$ cat src/rtl/pfx_pkg.sv
package pfx_pkg;

  // CORDIC datapath widths
  localparam int XYW = 33;  // x/y lanes, signed
  localparam int RZW = 34;  // rotation-mode residual angle, signed

  localparam int ANG_TAB_LEN = 24;

  // atan(2^-i) as 32-bit binary angles (2^32 = full turn), truncated
  localparam logic [31:0] ANG_TAB [ANG_TAB_LEN] = '{
    32'h20000000, 32'h12E4051D, 32'h09FB385B, 32'h051111D4, 32'h028B0D43, 32'h0145D7E1,
    32'h00A2F61E, 32'h00517C55, 32'h0028BE53, 32'h00145F2E, 32'h000A2F98, 32'h000517CC,
    32'h00028BE6, 32'h000145F3, 32'h0000A2F9, 32'h0000517C, 32'h000028BE, 32'h0000145F,
    32'h00000A2F, 32'h00000517, 32'h0000028B, 32'h00000145, 32'h000000A2, 32'h00000051
  };

  // gain-compensated 1.0 in Q30 and the Q30/Q14 unit values
  localparam logic signed [XYW-1:0] GAIN_Q30 = 33'sh26DD3B6A;
  localparam logic signed [XYW-1:0] ONE_Q30  = 33'sd1073741824;
  localparam logic signed [16:0]    Q14_ONE  = 17'sd16384;

  // saturation limits of a 32-bit result, held in 35 bits
  localparam logic signed [34:0] SAT_MAX = 35'sd2147483647;
  localparam logic signed [34:0] SAT_MIN = -35'sd2147483648;

  // register indexes on the APB port
  localparam logic [1:0] REG_OFFSET_X        = 2'd0;
  localparam logic [1:0] REG_OFFSET_Y        = 2'd1;
  localparam logic [1:0] REG_OFFSET_HALF_YAW = 2'd2;
  localparam logic [1:0] REG_Z_BIAS          = 2'd3;

  // rotation-mode cell payload
  typedef struct packed {
    logic signed [XYW-1:0] x;
    logic signed [XYW-1:0] y;
    logic signed [RZW-1:0] z;
    logic                  neg;
  } rot_t;

  // vectoring-mode cell payload
  typedef struct packed {
    logic signed [XYW-1:0] x;
    logic signed [XYW-1:0] y;
    logic [31:0]           z;
    logic                  zero;
  } vec_t;

  // configuration registers
  typedef struct packed {
    logic signed [31:0] offset_x;
    logic signed [31:0] offset_y;
    logic [15:0]        offset_half_yaw;
    logic signed [31:0] z_bias;
  } cfg_t;

  // one result item
  typedef struct packed {
    logic signed [31:0] map_x;
    logic signed [31:0] map_y;
    logic signed [31:0] map_z;
    logic signed [15:0] out_quat_z;
    logic signed [15:0] out_quat_w;
  } pose_out_t;

endpackage

$ cat src/rtl/pfx_out_if.sv
interface pfx_out_if;
  logic               valid;
  logic               ready;
  logic signed [31:0] map_x;
  logic signed [31:0] map_y;
  logic signed [31:0] map_z;
  logic signed [15:0] out_quat_z;
  logic signed [15:0] out_quat_w;

  modport source (output valid, map_x, map_y, map_z, out_quat_z, out_quat_w, input ready);
  modport sink   (input valid, map_x, map_y, map_z, out_quat_z, out_quat_w, output ready);
endinterface

$ cat src/rtl/pfx_out_buf.sv
module pfx_out_buf
  import pfx_pkg::*;
(
  input  logic             clk,
  input  logic             rst,
  input  logic             push,
  input  pose_out_t        d,
  output logic             full,
  pfx_out_if.source        map
);

  logic [1:0] count;
  pose_out_t  e0;
  pose_out_t  e1;
  logic       pop;

  assign pop  = map.valid && map.ready;
  assign full = (count == 2'd2);

  // track occupancy
  always_ff @(posedge clk) begin
    if (rst) begin
      count <= 2'd0;
    end else begin
      case ({push, pop})
        2'b10:   count <= count + 2'd1;
        2'b01:   count <= count - 2'd1;
        default: count <= count;
      endcase
    end
  end

  // hold head in e0, spill a second result into e1
  always_ff @(posedge clk) begin
    if (pop && count == 2'd2) begin
      e0 <= e1;
    end else if (push && (count == 2'd0 || (count == 2'd1 && pop))) begin
      e0 <= d;
    end
    if (push && count == 2'd1 && !pop) begin
      e1 <= d;
    end
  end

  assign map.valid      = (count != 2'd0);
  assign map.map_x      = e0.map_x;
  assign map.map_y      = e0.map_y;
  assign map.map_z      = e0.map_z;
  assign map.out_quat_z = e0.out_quat_z;
  assign map.out_quat_w = e0.out_quat_w;

endmodule
$ cat src/flat_wrapper.sv
// flat-port wrapper written by rule: the top's interface ports become plain ports
module pfx_out_buf_flat import pfx_pkg::*;
  (clk, rst, push, d, full, map_valid, map_map_x, map_map_y, map_map_z, map_out_quat_z, map_out_quat_w, map_ready);
  pfx_out_if map_i ();
  input  logic clk;
  input  logic rst;
  input  logic push;
  input  pose_out_t d;
  output logic full;
  output wire logic [$bits(map_i.valid)-1:0] map_valid;
  output wire logic [$bits(map_i.map_x)-1:0] map_map_x;
  output wire logic [$bits(map_i.map_y)-1:0] map_map_y;
  output wire logic [$bits(map_i.map_z)-1:0] map_map_z;
  output wire logic [$bits(map_i.out_quat_z)-1:0] map_out_quat_z;
  output wire logic [$bits(map_i.out_quat_w)-1:0] map_out_quat_w;
  input wire logic [$bits(map_i.ready)-1:0] map_ready;
  assign map_valid = map_i.valid;
  assign map_map_x = map_i.map_x;
  assign map_map_y = map_i.map_y;
  assign map_map_z = map_i.map_z;
  assign map_out_quat_z = map_i.out_quat_z;
  assign map_out_quat_w = map_i.out_quat_w;
  assign map_i.ready = map_ready;
  pfx_out_buf u_core (.clk(clk), .rst(rst), .push(push), .d(d), .full(full), .map(map_i));
endmodule
$ cat config.mk
export PLATFORM = sky130hd
export DESIGN_NAME = pfx_out_buf_flat
export DESIGN_NICKNAME = d
export VERILOG_FILES = /design/src/rtl/pfx_pkg.sv /design/src/rtl/pfx_out_if.sv /design/src/rtl/pfx_out_buf.sv /design/src/flat_wrapper.sv
export SDC_FILE = /design/constraint.sdc
export NUM_CORES = 1
export LEC_CHECK = 0
export ABC_AREA = 1
export BUFFER_PORTS_ARGS = -buffer_cell sky130_fd_sc_hd__buf_2
export CAP_MARGIN = 20
export CORE_MARGIN = 2
export CORE_UTILIZATION = 55
export DETAILED_ROUTE_END_ITERATION = 12
export PLACE_DENSITY = 0.83
export SLEW_MARGIN = 0
export SYNTH_ARGS = -nofsm -noshare
export SYNTH_HDL_FRONTEND = slang
export SYNTH_SLANG_ARGS = --single-unit
$ cat constraint.sdc
create_clock -name clk -period 20.8 [get_ports clk]
set_input_delay 4.16 -clock clk [delete_from_list [all_inputs] [get_ports clk]]
set_output_delay 4.16 -clock clk [all_outputs]
set_load 0.1 [all_outputs]
==> results.json, run 1 <==
{
  "fin_crit_sh_pct": 29.0,
  "intPower_mw": 1.01,
  "syn_to_final_growth_pct": 22.5,
  "hold_buffers": 0,
  "synth_area_um2": 10100,
  "synth_compound_area_share_pct": 10.1,
  "synth-simple-area-share_pct": 5.29,
  "final_common_cell": "buf_2",
  "fin_util_pct": 68.7,
  "ys_types": 16,
  "path_max_fanout": 73,
  "synth.net_count": 830,
  "die-area_um2": 19500,
  "numCtsBuffers": 26,
  "drtAntennaViolNets": 0,
  "ys_ff_latch": 258,
  "p_leak_nw": 5.45,
  "cts_resized": 0,
  "wl_per_cell_um": 16.1,
  "relSlewSlack_pct": 35.4,
  "combPwrFrac_pct": 34.6,
  "drive_gt1_share_pct": 41.3,
  "grt_first_pass_wirelength_um": 30600,
  "layout_min_cycle_time_ns": 6.04,
  "switchingPower_mw": 0.729,
  "vias": 5917,
  "power_frac_seq_pct": 40.0,
  "cts_tree": "built",
  "num_rows": 49,
  "maxSlewViolCount": 0,
  "max_freq_mhz": 166,
  "drtIter0Drc": 447,
  "grt_pass1_vias": 6007,
  "grt_overflow_total": 0,
  "clkSinkCount": 258,
  "path_class": "in -> reg",
  "max_stage_delay_ns": 0.83,
  "worstPathArrival_ns": 6.17,
  "placed_area_um2": 11500,
  "grt_usage_pct": 19.7,
  "synth_warnings": 0,
  "finalSetupViolations": 0,
  "cts_setup_buffers": 0,
  "die_w_um": 140,
  "path_cells": "buf_2, nand2_1, nand2_1, nor2_4, buf_4, buf_4",
  "holdWs_ns": 0.548,
  "cts_max_path_buffers": 3,
  "start_util_pct": 56.1,
  "status": "complete, no violations",
  "placed_cells": 1163,
  "clock_skew_ns": 0.0109,
  "clk_pin_slew_ns": 0.06,
  "setup_ws_ns": 14.76,
  "first_pass_iters": 5,
  "htree_levels": 1,
  "p_sw_share_pct": 41.8,
  "synthMuxAreaShare_pct": 0,
  "drc": 0,
  "critPathLaunchType": "primary input",
  "synth_fa_ha_area_share_pct": 0.371,
  "grt_max_degree": 100,
  "crit_required_ns": 20.93,
  "fin_area_um2": 12400,
  "stdcell_count": 1215,
  "cts-root-buf": "clkbuf_16",
  "antenna_found_initial": 3,
  "worst_slew_pin_slew_ns": 0.969,
  "ys_seq_area_share_pct": 76.4,
  "io_buffers": 261,
  "powerDensity_nw_per_um2": 141,
  "viasPerCell": 4.87,
  "fin_setup_tns_ns": 0,
  "hold_path.class": "reg -> reg",
  "nNetsFinal": 1100,
  "p_clk_share_pct": 25.4,
  "critPathCaptureType": "flop",
  "place.gp.congestion": 0.801,
  "rsz0062_at_grt": "false",
  "synth_area_per_cell_um2": 14.6,
  "syn_inst": 695,
  "critical_path_buf_inv_count": 3,
  "wl_um": 19600,
  "dp_hpwl_um": 13000,
  "critical-path-top-delay-family": "buffers and inverters",
  "ioPinCount": 262,
  "slowest_stage": "buf_4",
  "final_cell_mix": "261 x buf_2, 256 x edfxtp_1, 135 x nand2_1",
  "synth_top_family_by_area": "compound AO/OA/AOI/OAI gates",
  "maxCapViolCount": 0,
  "insertion_delay_ns": 0.51,
  "fp.dieH_um": 140,
  "fp.coreArea_um2": 18000,
  "finalPower_mw": 1.74,
  "finalHoldViolCount": 0,
  "post-place-ws_ns": 14.25,
  "synth_xor_area_share_pct": 0,
  "vdd_drop_max_mv": 0.124
}
==> final timing paths <==
path                         from               to  slack (ns)  cells after the start
setup reg to reg  u_core.count[0]    u_core.e1[37]       17.85                      8
hold reg to reg   u_core.count[1]  u_core.count[1]        0.55                      2
setup / recovery        map_ready    u_core.e1[37]       14.76                      6
hold / removal    u_core.count[1]  u_core.count[1]        0.55                      2
==> power by group through the flow <==
stage / combinational, mW / sequential [mW] / clock (mW)
5_1_grt: 0.625 / 0.704 / 0.471
6_report: 0.603 / 0.698 / 0.443
3_5_place_dp: 0.599 / 0.709 / 0
3_3_place_gp: 0.590 / 0.707 / 0
4_1_cts: 0.601 / 0.699 / 0.452
2_1_floorplan: 0.113 / 1.13 / 0
==> per-layer routing <==
| metal | vias up | GRT usage, % | wire, µm |
|---|---|---|---|
| met2 | 239 | 32.4 | 9470 |
| met5 | - | 0 | 16 |
| li1 | 2889 | - | - |
| met1 | 2751 | 25.5 | 7670 |
| met4 | 2 | 5.37 | 399 |
| met3 | 36 | 6.61 | 2030 |
==> worst reg2reg max path, stage by stage, from the launching register on <==
cell and delay, ns:
dfxtp_1 0.33, inv_1 0.11, ha_1 0.20, inv_2 0.07, nand2_1 0.06, nand2_1 0.14
nor2_4 0.11, buf_4 0.58, buf_4 0.89
==> cell families after synthesis <==
logic type,Yosys count
AOI/OAI and AO/OA,132
adders and majority gates,3
and+or+nand+nor,140
buffers and inverters,162
DFF,258
==> registers in the layout, indices dropped and copies added, names as in the netlist <==
| signal | flops |
|---|---|
| u_core.map.map_z | 32 |
| u_core.map.out_quat_z | 16 |
| u_core.count | 2 |
| u_core.map.map_x | 32 |
| u_core.e1 | 128 |
| u_core.map.map_y | 32 |
| u_core.map.out_quat_w | 16 |
==> Yosys cell counts <==
master	count	area [µm²]
nand3_2	1	10.0
buf_4	1	7.51
inv_2	1	3.75
a21oi_1	3	15.0
dfxtp_1	2	40.0
o21ai_2	95	832
buf_6	25	282
inv_1	133	499
o21ai_0	20	100
nand2_1	135	507
edfxtp_1	256	7690
clkbuf_1	2	7.51
nor2_1	1	3.75
o21ai_1	14	70.1
ha_1	3	37.5
nand3_1	3	15.0
==> final cells by class <==
cell class | count | area (µm²)
antenna | 2 | 5.00
clock inverter | 17 | 130
timing repair buffer | 270 | 1430
fill | 1249 | 5640
multi-input combinational | 275 | 1620
tap | 229 | 287
sequential | 258 | 7730
inverter | 134 | 503
clock buffer | 30 | 687
Power figures use the tool's default switching activity.
==> run 2, diff against run 1 <==
--- a/config.mk
+++ b/config.mk
@@ -9,9 +9,9 @@
 export BUFFER_PORTS_ARGS = -buffer_cell sky130_fd_sc_hd__buf_2
 export CAP_MARGIN = 20
 export CORE_MARGIN = 2
-export CORE_UTILIZATION = 55
+export CORE_UTILIZATION = 48
 export DETAILED_ROUTE_END_ITERATION = 12
-export PLACE_DENSITY = 0.83
+export PLACE_DENSITY = 0.76
 export SLEW_MARGIN = 0
 export SYNTH_ARGS = -nofsm -noshare
 export SYNTH_HDL_FRONTEND = slang
==> constraint.sdc (replaced) <==
create_clock -name clk -period 5 [get_ports clk]
set_input_delay 1 -clock clk [delete_from_list [all_inputs] [get_ports clk]]
set_output_delay 1 -clock clk [all_outputs]
set_load 0.1 [all_outputs]
==> run 2 against run 1 <==
Net effect: non-clock buffer count decreased by 1; sequential share of layout area decreased by 0.056 points; critical path depth decreased by 2; critical path type is now reg -> out; largest power group unchanged.
==> results.json, run 2 (same netlist as run 1, synthesis figures left out) <==
{
  "status": "complete, no violations",
  "worstPathArrival_ns": 1.75,
  "ioPinCount": 262,
  "largest_register": "u_core.e1",
  "fin_setup_tns_ns": 0,
  "insertion_delay_ns": 0.52,
  "viasPerCell": 4.67,
  "cts_tree": "built",
  "slowest_stage": "buf_2",
  "fin_crit_sh_pct": 55.0,
  "relSlewSlack_pct": 38.7,
  "clock_skew_ns": 0.0128,
  "hold_path.class": "reg -> reg",
  "critPathCaptureType": "output port",
  "hold_buffers": 0,
  "numCtsBuffers": 26,
  "final_cell_mix": "261 x buf_2, 256 x edfxtp_1, 135 x nand2_1",
  "drc": 0,
  "rsz0062_at_grt": "false",
  "place.gp.congestion": 0.800,
  "syn_to_final_growth_pct": 22.6,
  "io_buffers": 261,
  "cts_max_path_buffers": 3,
  "antenna_found_initial": 3,
  "finalHoldViolCount": 0,
  "max_freq_mhz": 364,
  "path_class": "reg -> out",
  "drtAntennaViolNets": 0,
  "first_pass_iters": 4,
  "grt_overflow_total": 0,
  "drtIter0Drc": 298,
  "critical-path-top-delay-family": "buffers and inverters",
  "start_util_pct": 48.6,
  "layout_min_cycle_time_ns": 2.75,
  "critPathLaunchType": "flop",
  "fp.coreArea_um2": 20800,
  "r2r-end": "u_core.map.map_y[15]",
  "cts-root-buf": "clkbuf_16",
  "grt_max_degree": 135,
  "finalSetupViolations": 0,
  "path_max_fanout": 4,
  "clkSinkCount": 258,
  "cts_setup_buffers": 0,
  "rr_worst_depth": 6,
  "path_depth": 4,
  "crit_start": "u_core.count[0]",
  "die_w_um": 149,
  "rrSetupSlack_ns": 2.39,
  "cts_resized": 0,
  "largest_reg_flops": 128,
  "drive_gt1_share_pct": 40.7,
  "powerDensity_nw_per_um2": 586,
  "crit_end": "map_valid",
  "nNetsFinal": 1099,
  "critical_path_buf_inv_count": 3,
  "holdWs_ns": 0.525,
  "n_fill_cell": 1691,
  "clk_pin_slew_ns": 0.06,
  "maxCapViolCount": 0,
  "max_stage_delay_ns": 0.44,
  "worst_slew_pin_slew_ns": 0.919,
  "fp.dieH_um": 149,
  "final_common_cell": "buf_2",
  "maxSlewViolCount": 0,
  "num_rows": 53,
  "grt_usage_pct": 16.6,
  "wl_um": 19000,
  "dp_hpwl_um": 12800,
  "grt_first_pass_wirelength_um": 29300,
  "vias": 5870,
  "die-area_um2": 22300,
  "grt_pass1_vias": 5791,
  "p_leak_nw": 5.42,
  "crit_required_ns": 4.00,
  "path_cells": "inv_1, ha_1, inv_2, buf_2",
  "wl_per_cell_um": 15.1,
  "htree_levels": 1,
  "vdd_drop_max_mv": 0.339,
  "reg2reg_from": "u_core.count[0]"
}
[run 2: metrics by stage]
step / std cells / worst slack (ns) / area (µm²) / power (mW) / util (%)
2_1_floorplan: 695 / 0.0549 / 10100 / 5.10 / -
3_3_place_gp: 1211 / 2.04 / 11600 / 5.41 / 55.6
3_5_place_dp: 1211 / 2.01 / 11600 / 5.44 / 55.6
4_1_cts: 1257 / 2.24 / 12400 / 7.35 / 59.5
5_1_grt: 1258 / 2.19 / 12400 / 7.53 / 59.6
6_report: 1258 / 2.25 / 12400 / 7.27 / 59.6
[run 2: report_power, final]
group	internal [mW]	switching, mW
registers	2.82	0.0802
logic	0.301	2.18
clock network	1.13	0.759
total	4.25	3.02
[run 2: area by class of cell]
class / instances / area (µm²) / area share, %
Tap cell: 275 / 344 / 2.77
Antenna cell: 1 / 2.50 / 0.0202
Sequential cell: 258 / 7730 / 62.3
Clock inverter: 14 / 134 / 1.08
Multi-Input combinational cell: 275 / 1620 / 13.0
Timing Repair Buffer: 269 / 1380 / 11.1
Clock buffer: 32 / 694 / 5.60
Inverter: 134 / 503 / 4.06
[run 2: worst min path at each step]
stage	cells after the start	slack, ns	start	end
2_1_floorplan	2	0.47	u_core.count[1]	u_core.count[1]
3_3_place_gp	2	0.50	u_core.count[0]	u_core.count[0]
3_5_place_dp	2	0.51	u_core.count[0]	u_core.count[0]
4_1_cts	2	0.52	u_core.count[0]	u_core.count[0]
5_1_grt	2	0.55	u_core.count[0]	u_core.count[0]
6_report	2	0.53	u_core.count[1]	u_core.count[1]
[run 2: worst register-to-register path, cell delays in order, from the launching register on]
cell     delay [ns]
dfxtp_1        0.37
inv_1          0.10
ha_1           0.23
inv_2          0.10
nand3_4        0.38
o21ai_4        0.40
buf_4          0.62
[run 2: metal layers]
layer  up-vias  wire [µm]  global-route usage (%)
met5         -         23                       0
met4         4        404                    4.76
met3        36       1850                    5.99
met2       217       8920                    26.5
met1      2720       7830                    21.6
li1       2893          -                       -
==> run 3, diff against run 2 <==
--- a/config.mk
+++ b/config.mk
@@ -5,13 +5,13 @@
 export SDC_FILE = /design/constraint.sdc
 export NUM_CORES = 1
 export LEC_CHECK = 0
-export ABC_AREA = 1
+export ABC_AREA = 0
 export BUFFER_PORTS_ARGS = -buffer_cell sky130_fd_sc_hd__buf_2
 export CAP_MARGIN = 20
 export CORE_MARGIN = 2
-export CORE_UTILIZATION = 48
+export CORE_UTILIZATION = 47
 export DETAILED_ROUTE_END_ITERATION = 12
-export PLACE_DENSITY = 0.76
+export PLACE_DENSITY = 0.75
 export SLEW_MARGIN = 0
 export SYNTH_ARGS = -nofsm -noshare
 export SYNTH_HDL_FRONTEND = slang
==> constraint.sdc (replaced) <==
create_clock -name clk -period 2.3 [get_ports clk]
set_input_delay 0.46 -clock clk [delete_from_list [all_inputs] [get_ports clk]]
set_output_delay 0.46 -clock clk [all_outputs]
set_load 0.1 [all_outputs]
==> run 3 against run 2 <==
Net effect: clock skew rose by 0.0013 ns; non-clock buffer count rose by 6; final cell count fell by 21%; clock power rose by 110%; utilization rose by 1.3 points; cell area barely moved; global-route usage fell by 0.39 points; critical path type unchanged; sequential power rose by 130%; highest routed layer unchanged.
==> results.json, run 3 <==
{
  "die_w_um": 149,
  "finalSetupViolations": 0,
  "maxCapViolCount": 0,
  "wl_per_cell_um": 18.7,
  "worst_slew_pin_slew_ns": 0.535,
  "cts-root-buf": "clkbuf_16",
  "synthMostInstantiatedCell": "edfxtp_1",
  "grt_overflow_total": 0,
  "crit_top_cell": "inv_2",
  "grt_pass1_vias": 5161,
  "cts_max_path_buffers": 3,
  "ys_top_cells_by_area": "edfxtp_1 78%, mux2_4 15%, mux2_2 3.3%, buf_6 1.5%, dfxtp_1 0.41%",
  "nNetsFinal": 845,
  "finalHoldViolCount": 0,
  "cts_resized": 0,
  "hold_buffers": 0,
  "wl_um": 18700,
  "final_common_cell": "buf_2",
  "netlist_top_cells_count": "256 x edfxtp_1, 100 x mux2_4, 29 x mux2_2",
  "max_freq_mhz": 479,
  "slowest_stage": "buf_2",
  "syn_inst": 421,
  "largest_register": "u_core.e1",
  "powerDensity_nw_per_um2": 1370,
  "path_class": "reg -> out",
  "htree_levels": 1,
  "start_util_pct": 48.3,
  "viasPerCell": 4.89,
  "place.gp.congestion": 0.761,
  "relSlewSlack_pct": 64.6,
  "final_cell_mix": "261 x buf_2, 256 x edfxtp_1, 100 x mux2_4",
  "drtIter0Drc": 257,
  "dp_hpwl_um": 13100,
  "diodes": 0,
  "drc": 0,
  "drive_gt1_share_pct": 61.6,
  "n_fill_cell": 1464,
  "synth_area_per_cell_um2": 23.4,
  "min_from": "rst",
  "synth.largest_area_cell": "edfxtp_1",
  "fin_util_pct": 60.9,
  "numCtsBuffers": 26,
  "hold_path.class": "in -> reg",
  "synth.net_count": 556,
  "drtAntennaViolNets": 0,
  "io_buffers": 261,
  "critPathLaunchType": "flop",
  "syn_to_final_growth_pct": 26.0,
  "ys_types": 20,
  "finalPower_mw": 17.0,
  "grt_max_degree": 77,
  "grt_usage_pct": 16.2,
  "ys_ff_latch": 258,
  "yosysTopAreaCellShare_pct": 78.1,
  "layout_min_cycle_time_ns": 2.09,
  "cts_setup_buffers": 0,
  "synth_warnings": 0,
  "fin_crit_sh_pct": 90.7,
  "p_leak_nw": 5.07,
  "crit_required_ns": 1.84,
  "crit_start": "u_core.count[0]",
  "reg2reg_from": "u_core.count[1]",
  "path_max_fanout": 3,
  "ys_seq_area_share_pct": 78.5,
  "vdd_drop_max_mv": 0.830,
  "antenna_found_initial": 1,
  "clk_pin_slew_ns": 0.06,
  "fp.coreArea_um2": 20400,
  "synth_area_um2": 9840,
  "largest_reg_flops": 128,
  "fp.dieH_um": 149,
  "maxSlewViolCount": 0,
  "cts_tree": "built",
  "worstPathArrival_ns": 1.63,
  "insertion_delay_ns": 0.52,
  "rsz0062_at_grt": "false",
  "clkSinkCount": 258,
  "grt_first_pass_wirelength_um": 28000,
  "synth_edf_count": 256,
  "async_flop_share_pct": 0,
  "path_cells": "inv_2, ha_4, inv_2, buf_2",
  "first_pass_iters": 4,
  "clock_skew_ns": 0.0141,
  "vias": 4888,
  "ioPinCount": 262,
  "critPathCaptureType": "output port",
  "critical_path_buf_inv_count": 3,
  "critical-path-top-delay-family": "buffers and inverters",
  "max_stage_delay_ns": 0.43,
  "die-area_um2": 22100,
  "num_rows": 52,
  "status": "complete, no violations",
  "synthFlopType": "edfxtp_1"
}
-- run 3: cell count changes after synthesis, moves of 12 or more --
cell	previous run	this run
nand2_1	135	1
inv_1	133	3
mux2_4	0	100
o21ai_2	95	0
mux2_2	0	29
o21ai_0	20	1
o21ai_1	14	0
buf_6	25	13
-- run 3: logic make-up after synthesis --
logic type | Yosys count | synth area share [%]
XOR/XNOR | 2 | 0.178
adder cells (fa/ha/maj) | 3 | 0.381
AND/OR/NAND/NOR | 8 | 0.483
buffers and inverters | 18 | 1.69
multiplexers | 129 | 18.6
flip-flops | 258 | 78.5
AO/OA/AOI/OAI | 3 | 0.165
-- run 3: metrics by stage --
stage | instance area (µm²) | hold slack [ns] | cells | setup WS [ns] | TNS (ns)
2_1_floorplan | 9890 | 0.522 | 421 | -0.832 | -170.81
3_3_place_gp | 11600 | 0.529 | 952 | 0.453 | 0
3_5_place_dp | 11600 | 0.532 | 952 | 0.365 | 0
4_1_cts | 12400 | 0.0855 | 1000 | 0.181 | 0
5_1_grt | 12400 | 0.0982 | 1000 | 0.144 | 0
6_report | 12400 | 0.106 | 1000 | 0.214 | 0
-- run 3: cell type report --
cell class,instances,area [µm²],area share (%)
Tap cell,270,338,2.73
Clock inverter,15,136,1.10
Timing Repair Buffer,275,1500,12.1
Clock buffer,33,677,5.46
Sequential cell,258,7730,62.4
Multi-Input combinational cell,145,2000,16.1
Inverter,4,15.0,0.121
-- run 3: where the power goes --
group	switching (mW)	internal, mW	leakage (nW)
Combinational	5.31	0.992	2.28
Clock	1.67	2.31	0.387
Sequential	0.254	6.44	2.41
Total	7.24	9.75	5.07
-- run 3: routing by layer --
metal | up-vias | global-route usage [%] | wire, µm
li1 | 2257 | - | -
met1 | 2402 | 20.7 | 7670
met2 | 202 | 27.4 | 9150
met3 | 25 | 4.97 | 1630
met4 | 2 | 3.86 | 280
met5 | - | 0 | 13
-- run 3: final timing paths --
path	endpoint	slack, ns	cells past startpoint
worst max-delay path	map_valid	0.21	4
worst min-delay path	u_core.count[0]	0.11	2
worst max register to register	u_core.e1[15]	0.38	5
worst min register to register	u_core.map.map_x[30]	0.54	1
